`config.mk`:
```
export PLATFORM = sky130hd
export DESIGN_NAME = array_list_insert_delete_filter
export DESIGN_NICKNAME = d
export VERILOG_FILES = /design/src/design/alidf_pkg.sv /design/src/design/alidf_ram.sv /design/src/design/array_list_insert_delete_filter.sv
export SDC_FILE = /design/constraint.sdc
export NUM_CORES = 2
export LEC_CHECK = 0
export BUFFER_PORTS_ARGS = -buffer_cell sky130_fd_sc_hd__buf_4
export CAP_MARGIN = 20
export CORE_UTILIZATION = 55
export CTS_CLUSTER_DIAMETER = 100
export CTS_CLUSTER_SIZE = 24
export DETAILED_ROUTE_END_ITERATION = 16
export GPL_ROUTABILITY_DRIVEN = 1
export PLACE_DENSITY = 0.78
export SYNTH_ARGS = -nofsm -noshare
export SYNTH_HDL_FRONTEND = slang
export SYNTH_SLANG_ARGS = --single-unit
```
`constraint.sdc`:
```
create_clock -name i_clk -period 3.4 [get_ports i_clk]
set_input_delay 0.68 -clock i_clk [delete_from_list [all_inputs] [get_ports i_clk]]
set_output_delay 0.68 -clock i_clk [all_outputs]
set_load 0.01 [all_outputs]
```
`src/design/alidf_pkg.sv`:
```
// ----------------------------------------------------------------------------
// alidf_pkg
// Shared types and codes for the array list insert/delete/filter block.
// ----------------------------------------------------------------------------
package alidf_pkg;

    typedef logic [1:0] t_mode;

    localparam t_mode MODE_INSERT = 2'd0;
    localparam t_mode MODE_DELETE = 2'd1;
    localparam t_mode MODE_FILTER = 2'd2;

    typedef enum logic [1:0] {
        ST_OK        = 2'd0,
        ST_BAD_POS   = 2'd1,
        ST_FULL      = 2'd2,
        ST_NOT_FOUND = 2'd3
    } t_status;

    typedef enum logic [2:0] {
        S_IDLE,
        S_SCAN,
        S_DRAIN,
        S_PUT,
        S_DONE
    } t_state;

endpackage

```
`src/design/alidf_ram.sv`:
```
// ----------------------------------------------------------------------------
// alidf_ram
// Single-clock list storage: one write port, one read port, registered read.
// ----------------------------------------------------------------------------
module alidf_ram #(
    parameter int DEPTH = 128
) (
    input  logic                     i_clk,
    input  logic                     i_rd_en,
    input  logic [$clog2(DEPTH)-1:0] i_rd_addr,
    output logic [31:0]              o_rd_data,
    input  logic                     i_wr_en,
    input  logic [$clog2(DEPTH)-1:0] i_wr_addr,
    input  logic [31:0]              i_wr_data
);

    logic [31:0] r_mem [DEPTH];
    logic [31:0] r_rd_data;

    always_ff @(posedge i_clk) begin
        if (i_wr_en) begin
            r_mem[i_wr_addr] <= i_wr_data;
        end
    end

    always_ff @(posedge i_clk) begin
        if (i_rd_en) begin
            r_rd_data <= r_mem[i_rd_addr];
        end
    end

    assign o_rd_data = r_rd_data;

endmodule

```
`src/design/array_list_insert_delete_filter.sv`:
```
// ----------------------------------------------------------------------------
// array_list_insert_delete_filter
// Fixed-capacity ordered list of signed 32-bit words with insert, delete and
// remove-all-equal requests.
// ----------------------------------------------------------------------------
// Usage:
//   Request channel (i_in_valid / o_in_ready): mode, 1-based position, value.
//   Response channel (o_out_valid / i_out_ready): status, removed value,
//   removed count and list length after the request.
//   One response per request, in request order.
// Operation:
//   insert  : shifts entries upward, then writes the new word; append only writes
//   delete  : shifts entries downward
//   filter  : one compaction pass over the list
//   rejected requests: answered without a pass over the list
//   The single list RAM moves one entry per cycle (read, then write back
//   in the next cycle), which sets the rate; only one request is in
//   flight at a time.
// Reset: the entry count returns to zero; list contents are not cleared
//   and are never read before written.
// Stall: the response sits in an output register. While it waits, the
//   block takes and works the next request, and holds that one's result
//   in the final state until the register is free.
// ----------------------------------------------------------------------------
module array_list_insert_delete_filter
    import alidf_pkg::*;
#(
    parameter int CAPACITY = 128
) (
    input  logic               i_clk,
    input  logic               i_rst_n,
    input  logic               i_in_valid,
    output logic               o_in_ready,
    input  logic [1:0]         i_mode,
    input  logic [7:0]         i_position,
    input  logic signed [31:0] i_value,
    output logic               o_out_valid,
    input  logic               i_out_ready,
    output logic [1:0]         o_status,
    output logic signed [31:0] o_removed_value,
    output logic [7:0]         o_removed_count,
    output logic [7:0]         o_list_length
);

    localparam int AW = $clog2(CAPACITY);          // RAM address
    localparam int CW = $clog2(CAPACITY + 1);      // entry count
    localparam int XW = ((CW > 8) ? CW : 8) + 1;   // compare width

    // Control state
    t_state        r_state, n_state;
    logic [CW-1:0] r_count, n_count;
    logic [CW-1:0] r_kept,  n_kept;
    logic [AW-1:0] r_idx,   n_idx;
    logic [AW-1:0] r_end,   n_end;
    logic          r_first, n_first;
    logic          r_pend_vld, n_pend_vld;
    logic          r_pend_take, n_pend_take;
    logic [AW-1:0] r_pend_addr, n_pend_addr;
    logic          r_out_vld, n_out_vld;

    // Request payload
    t_mode         r_mode,   n_mode;
    logic [31:0]   r_value,  n_value;
    t_status       r_status, n_status;
    logic [31:0]   r_taken;

    // Response payload
    t_status       r_o_status,   n_o_status;
    logic [31:0]   r_o_rm_value, n_o_rm_value;
    logic [7:0]    r_o_rm_count, n_o_rm_count;
    logic [7:0]    r_o_len,      n_o_len;

    // RAM ports
    logic          rd_en;
    logic [AW-1:0] rd_addr;
    logic [31:0]   rd_q;
    logic          wr_en;
    logic [AW-1:0] wr_addr;
    logic [31:0]   wr_data;
    logic          put_en;
    logic          filt_wr;
    logic          take_now;

    // Widened views for range checks
    logic [XW-1:0] pos_x;
    logic [XW-1:0] cnt_x;
    logic [XW-1:0] new_cnt;
    logic [CW-1:0] hits;

    assign pos_x = XW'(i_position);
    assign cnt_x = XW'(r_count);
    assign hits  = r_count - r_kept;

    alidf_ram #(
        .DEPTH (CAPACITY)
    ) u_ram (
        .i_clk     (i_clk),
        .i_rd_en   (rd_en),
        .i_rd_addr (rd_addr),
        .o_rd_data (rd_q),
        .i_wr_en   (wr_en),
        .i_wr_addr (wr_addr),
        .i_wr_data (wr_data)
    );

    // Write-back stage: data read in the previous cycle is written back in this one.
    // Insert writes one slot up, delete one slot down, filter writes kept
    // entries at the compaction pointer. Reads run ahead of writes, so a
    // write never targets a slot still to be read.
    always_comb begin
        take_now = r_pend_vld && r_pend_take;
        filt_wr  = r_pend_vld && (r_mode == MODE_FILTER) && (rd_q != r_value);
        wr_en    = put_en ||
                   (r_pend_vld && !r_pend_take &&
                    ((r_mode != MODE_FILTER) || (rd_q != r_value)));
        if (put_en) begin
            wr_addr = r_end;
            wr_data = r_value;
        end else if (r_mode == MODE_FILTER) begin
            wr_addr = r_kept[AW-1:0];
            wr_data = rd_q;
        end else begin
            wr_addr = r_pend_addr;
            wr_data = rd_q;
        end
    end

    always_comb begin
        n_state      = r_state;
        n_count      = r_count;
        n_kept       = r_kept;
        n_idx        = r_idx;
        n_end        = r_end;
        n_first      = r_first;
        n_pend_vld   = 1'b0;
        n_pend_take  = 1'b0;
        n_pend_addr  = r_pend_addr;
        n_out_vld    = r_out_vld;
        n_mode       = r_mode;
        n_value      = r_value;
        n_status     = r_status;
        n_o_status   = r_o_status;
        n_o_rm_value = r_o_rm_value;
        n_o_rm_count = r_o_rm_count;
        n_o_len      = r_o_len;
        new_cnt      = cnt_x;
        rd_en        = 1'b0;
        rd_addr      = r_idx;
        put_en       = 1'b0;
        o_in_ready   = (r_state == S_IDLE);

        if (r_out_vld && i_out_ready) begin
            n_out_vld = 1'b0;
        end
        if (filt_wr) begin
            n_kept = r_kept + CW'(1);
        end

        unique case (r_state)
            S_IDLE: begin
                if (i_in_valid) begin
                    n_mode   = i_mode;
                    n_value  = i_value;
                    n_status = ST_OK;
                    n_kept   = '0;
                    n_first  = 1'b1;
                    n_state  = S_DONE;
                    case (i_mode)
                        MODE_INSERT: begin
                            n_end = AW'(pos_x - XW'(1));
                            if (i_position == 8'd0 || pos_x > cnt_x + XW'(1)) begin
                                n_status = ST_BAD_POS;
                            end else if (cnt_x == XW'(CAPACITY)) begin
                                n_status = ST_FULL;
                            end else if (pos_x == cnt_x + XW'(1)) begin
                                n_state = S_PUT;       // append, nothing to shift
                            end else begin
                                n_idx   = AW'(cnt_x - XW'(1));
                                n_state = S_SCAN;
                            end
                        end
                        MODE_DELETE: begin
                            n_idx = AW'(pos_x - XW'(1));
                            n_end = AW'(cnt_x - XW'(1));
                            if (i_position == 8'd0 || pos_x > cnt_x) begin
                                n_status = ST_BAD_POS;
                            end else begin
                                n_state = S_SCAN;      // first read is the taken word
                            end
                        end
                        MODE_FILTER: begin
                            n_idx = '0;
                            n_end = AW'(cnt_x - XW'(1));
                            if (r_count != '0) begin
                                n_state = S_SCAN;
                            end
                        end
                        default: begin
                            n_status = ST_BAD_POS;
                        end
                    endcase
                end
            end
            S_SCAN: begin
                rd_en       = 1'b1;
                n_pend_vld  = 1'b1;
                n_pend_take = r_first && (r_mode == MODE_DELETE);
                n_pend_addr = (r_mode == MODE_INSERT) ? (r_idx + AW'(1))
                                                      : (r_idx - AW'(1));
                n_first     = 1'b0;
                if (r_idx == r_end) begin
                    n_state = S_DRAIN;
                end else if (r_mode == MODE_INSERT) begin
                    n_idx = r_idx - AW'(1);
                end else begin
                    n_idx = r_idx + AW'(1);
                end
            end
            S_DRAIN: begin
                // last write-back happens this cycle
                n_state = (r_mode == MODE_INSERT) ? S_PUT : S_DONE;
            end
            S_PUT: begin
                put_en  = 1'b1;
                n_state = S_DONE;
            end
            S_DONE: begin
                if (!r_out_vld || i_out_ready) begin
                    n_o_status   = r_status;
                    n_o_rm_value = '0;
                    n_o_rm_count = '0;
                    if (r_status == ST_OK) begin
                        case (r_mode)
                            MODE_INSERT: begin
                                new_cnt = cnt_x + XW'(1);
                            end
                            MODE_DELETE: begin
                                new_cnt      = cnt_x - XW'(1);
                                n_o_rm_value = r_taken;
                                n_o_rm_count = 8'd1;
                            end
                            MODE_FILTER: begin
                                if (hits == '0) begin
                                    n_o_status = ST_NOT_FOUND;
                                end else begin
                                    new_cnt      = XW'(r_kept);
                                    n_o_rm_count = 8'(XW'(hits));
                                end
                            end
                            default: begin
                                new_cnt = cnt_x;
                            end
                        endcase
                    end
                    n_count   = CW'(new_cnt);
                    n_o_len   = 8'(new_cnt);
                    n_out_vld = 1'b1;
                    n_state   = S_IDLE;
                end
            end
            default: begin
                n_state = S_IDLE;
            end
        endcase
    end

    always_ff @(posedge i_clk) begin
        if (!i_rst_n) begin
            r_state    <= S_IDLE;
            r_count    <= '0;
            r_pend_vld <= 1'b0;
            r_out_vld  <= 1'b0;
        end else begin
            r_state    <= n_state;
            r_count    <= n_count;
            r_pend_vld <= n_pend_vld;
            r_out_vld  <= n_out_vld;
        end
    end

    always_ff @(posedge i_clk) begin
        r_kept       <= n_kept;
        r_idx        <= n_idx;
        r_end        <= n_end;
        r_first      <= n_first;
        r_pend_take  <= n_pend_take;
        r_pend_addr  <= n_pend_addr;
        r_mode       <= n_mode;
        r_value      <= n_value;
        r_status     <= n_status;
        r_o_status   <= n_o_status;
        r_o_rm_value <= n_o_rm_value;
        r_o_rm_count <= n_o_rm_count;
        r_o_len      <= n_o_len;
        if (take_now) begin
            r_taken <= rd_q;
        end
    end

    assign o_out_valid     = r_out_vld;
    assign o_status        = r_o_status;
    assign o_removed_value = r_o_rm_value;
    assign o_removed_count = r_o_rm_count;
    assign o_list_length   = r_o_len;

    // ------------------------------------------------------------------------
    // Assertions
    // ------------------------------------------------------------------------
    a_count_bound: assert property (@(posedge i_clk) disable iff (!i_rst_n)
        XW'(r_count) <= XW'(CAPACITY))
        else $error("entry count above capacity");

    a_busy_after_accept: assert property (@(posedge i_clk) disable iff (!i_rst_n)
        (i_in_valid && o_in_ready) |=> !o_in_ready)
        else $error("request taken while previous one still in flight");

    a_no_put_clash: assert property (@(posedge i_clk) disable iff (!i_rst_n)
        (r_state == S_PUT) |-> !r_pend_vld)
        else $error("word write collides with pending write-back");

    a_kept_bound: assert property (@(posedge i_clk) disable iff (!i_rst_n)
        (r_state == S_SCAN && r_mode == MODE_FILTER) |-> (r_kept <= r_count))
        else $error("compaction pointer ran past list end");

    a_fail_no_removal: assert property (@(posedge i_clk) disable iff (!i_rst_n)
        (o_out_valid && o_status != ST_OK) |->
            (o_removed_count == 8'd0 && o_removed_value == 32'sd0))
        else $error("failed request reports a removal");

endmodule
```
==> results.ini <==
[synth]
yosys-top-cells-area = edfxtp_1 77%, mux4_2 14%, mux2i_1 1.8%
synth_compound_area_share_pct = 2.43
synth-xor-area-share_pct = 0.396
yosys.area_share.simple_pct = 1.81
syn_nets = 7507
synth_cells = 7422
async_flop_share_pct = 0
synth_largest_area_cell = edfxtp_1
synth_adder_area_share_pct = 0.299
synth_edf_count = 4268
synth_ff_type = edfxtp_1
synth-seq-cells = 4290
post_synth.cell_area_avg_um2 = 22.3
ys_seq_area_share_pct = 77.6
synth.area.mux_share_pct = 16.1
ys_types = 72
synth_warnings = 0
synth.top_cell.area_share_pct = 77.3
synth_common_cells = 4268 x edfxtp_1, 1047 x mux4_2, 296 x mux2i_1, 219 x nor2_1, 216 x nand2_1
yosysMostFrequentCell = edfxtp_1
netlist_area_um2 = 166000
synth_top_family_by_area = multiplexers

[floorplan]
num_rows = 201
die_h_um = 551
ioPinCount = 98
core_area_um2 = 300000
initial_utilization_pct = 55.3
die-area_um2 = 303000
die_x_um = 551

[routing]
via_per_inst = 7.14
antenna_left = 0
drt-initial-drc-count = 15536
wl_per_cell_um = 39.2
wirelength_um = 478000
drc = 0
vias = 86952
first_pass_iters = 8

[timing]
final.min_clock_period_ns = 3.53
slew_headroom_pct = 28.1
finalHoldViolCount = 0
worstMarginPinSlew_ns = 1.07
setup_ws_ns = -0.132
max_freq_ghz = 0.283
period_share_pct = 104
finalSetupViolCount = 8
clock-skew-final_ns = 0.0966
rsz0062_at_grt = true
maxSlewViolCount = 0

[setup_path]
startpoint_type = flop
cp_max_fo = 8
endpoint_kind = flop
rr_startpoint = r_idx[0]
arrival_ns = 4.21
crit_path_end = u_ram.o_rd_data[16]
critical_path_class = flop to flop
reg2reg_slack_ns = -0.13
ff2ff_path_depth = 9
startpoint = r_idx[0]
worstPathRequired_ns = 4.08
worstReg2RegEnd = u_ram.o_rd_data[16]

[global_route]
grt_pass1_wl_um = 651000
grt_max_degree = 129
track_usage_pct = 31.1
grt.overflow.total = 0
antenna_found_initial = 31
grt_pass1_vias = 84293

[outcome]
violations = setup timing
status = complete, but fails checks

[clock_network]
clkLatencyLatePin_ns = 0.96
clockBufferDepth = 4
path_clk_slew_ns = 0.10
tritoncts = built
cts-root-buf = clkbuf_16
clkSinkCount = 4290
numCtsBuffers = 206
cts_max_level = 4

[job]
cap_viol_max_count = 0

[min_path]
hold_path_class = primary input to flop

[place]
port_buffers = 97
globalplace.congestion = 0.942
dp_hpwl_um = 285000
place_inst = 11791

[cells_and_area]
finish.cell_count_without_fillers = 12172
area_growth_pct = 13.1
layout-drive-gt1-share_pct = 29.8
nets = 8256

[power]
power.density_nw_per_um2 = 539
leakage_nw = 58.7
total_power_w = 0.101
irDropWorstVdd_mv = 0.460

metrics by stage:
step           setup slack [ns]  hold slack (ns)  utilization [%]  setup TNS, ns  area [um2]
6_report                 -0.132           0.0322             62.5         -0.479      187000
5_1_grt                 -0.0661           0.0128             62.5         -0.276      187000
4_1_cts                 -0.0363          0.00651             62.1        -0.0626      186000
3_5_place_dp             -0.820            0.469             59.9          -7.80      180000
3_3_place_gp             -0.807            0.480             59.9          -6.80      180000
2_1_floorplan            -0.192            0.451                -        -850.78      166000
final cells by class:
type | count | area, um2
fillers | 18798 | 112000
diodes | 14 | 35.0
clock inverters | 9 | 136
clock buffers | 228 | 5320
inverters | 51 | 195
multi-input cells | 2685 | 36500
flip-flops and latches | 4290 | 129000
repair buffers | 937 | 11700
well taps | 3958 | 4950
registers in the layout, indices dropped and copies added, names as in the netlist, 8 cells and up:
register and flops:
o_list_length 8, r_value 32, o_removed_count 8, r_taken 32
o_removed_value 32, u_ram.r_mem 4096, r_count 8, u_ram.o_rd_data 32
r_kept 8
cells by family (layout without fill, tap and decap cells):
kind of cell | Yosys count | in the layout
simple gates | 656 | 656
compound gates | 562 | 562
flops | 4290 | 4290
buf+inv | 447 | 1225
fa+ha+maj | 39 | 39
mux | 1353 | 1353
other cells | 0 | 14
xor+xnor | 75 | 75
placed cells by master, fill, tap and decap left out, drive strengths merged, types with 20 or more instances in the layout:
| cell | n |
|---|---|
| a21oi | 59 |
| a221oi | 99 |
| a22o | 20 |
| a22oi | 132 |
| and3 | 39 |
| buf | 890 |
| clkbuf | 241 |
| dfxtp | 22 |
| dlygate4sd3 | 26 |
| edfxtp | 4268 |
| ha | 38 |
| inv | 52 |
| mux2i | 296 |
| mux4 | 1047 |
| nand2 | 216 |
| nand3 | 25 |
| nand4 | 55 |
| nor2 | 219 |
| nor3 | 23 |
| o21ai | 96 |
| o22ai | 43 |
| xnor2 | 66 |
per-layer routing:
metal	track usage (%)	up-vias	share of wire, %
met5	0	-	0.033
met4	18.7	22	6.9
met3	9.46	1366	15
met2	47.2	7842	46
met1	39.8	45036	32
li1	-	32686	-
power by group:
| group | switching (W) | internal, W |
|---|---|---|
| Sequential | 0.000229 | 0.0585 |
| Clock | 0.0158 | 0.0112 |
| Combinational | 0.00914 | 0.00622 |
| Total | 0.0251 | 0.0759 |
critical path, stage by stage, from the launching register on:
cell	delay [ns]
edfxtp_1	0.38
buf_6	0.12
buf_16	0.19
buf_16	0.18
buf_16	0.19
buf_16	0.16
mux4_2	0.53
a22oi_2	0.21
nand4_1	0.68
o311a_1	0.61
timing repair:
action | CTS | global route
endpoints found under the setup margin | 24 | 190
pin swaps | 11 | 29
hold endpoints to repair | 26 | 0
hold buffers | 26 | 0
resized for setup | 68 | 78
gates cloned | 11 | 12
buffers inserted | 23 | 58
worst min-delay path by stage:
| stage | from | end | slack, ns | cells past startpoint |
|---|---|---|---|---|
| 6_report | i_value[30] | r_value[30] | 0.03 | 1 |
| 3_5_place_dp | r_first | r_pend_take | 0.47 | 1 |
| 4_1_cts | i_value[30] | r_value[30] | 0.007 | 1 |
| 5_1_grt | i_value[30] | r_value[30] | 0.01 | 1 |
| 2_1_floorplan | r_first | r_pend_take | 0.45 | 1 |
| 3_3_place_gp | r_first | r_pend_take | 0.48 | 1 |
No activity file was read; power rests on OpenSTA's default activity.
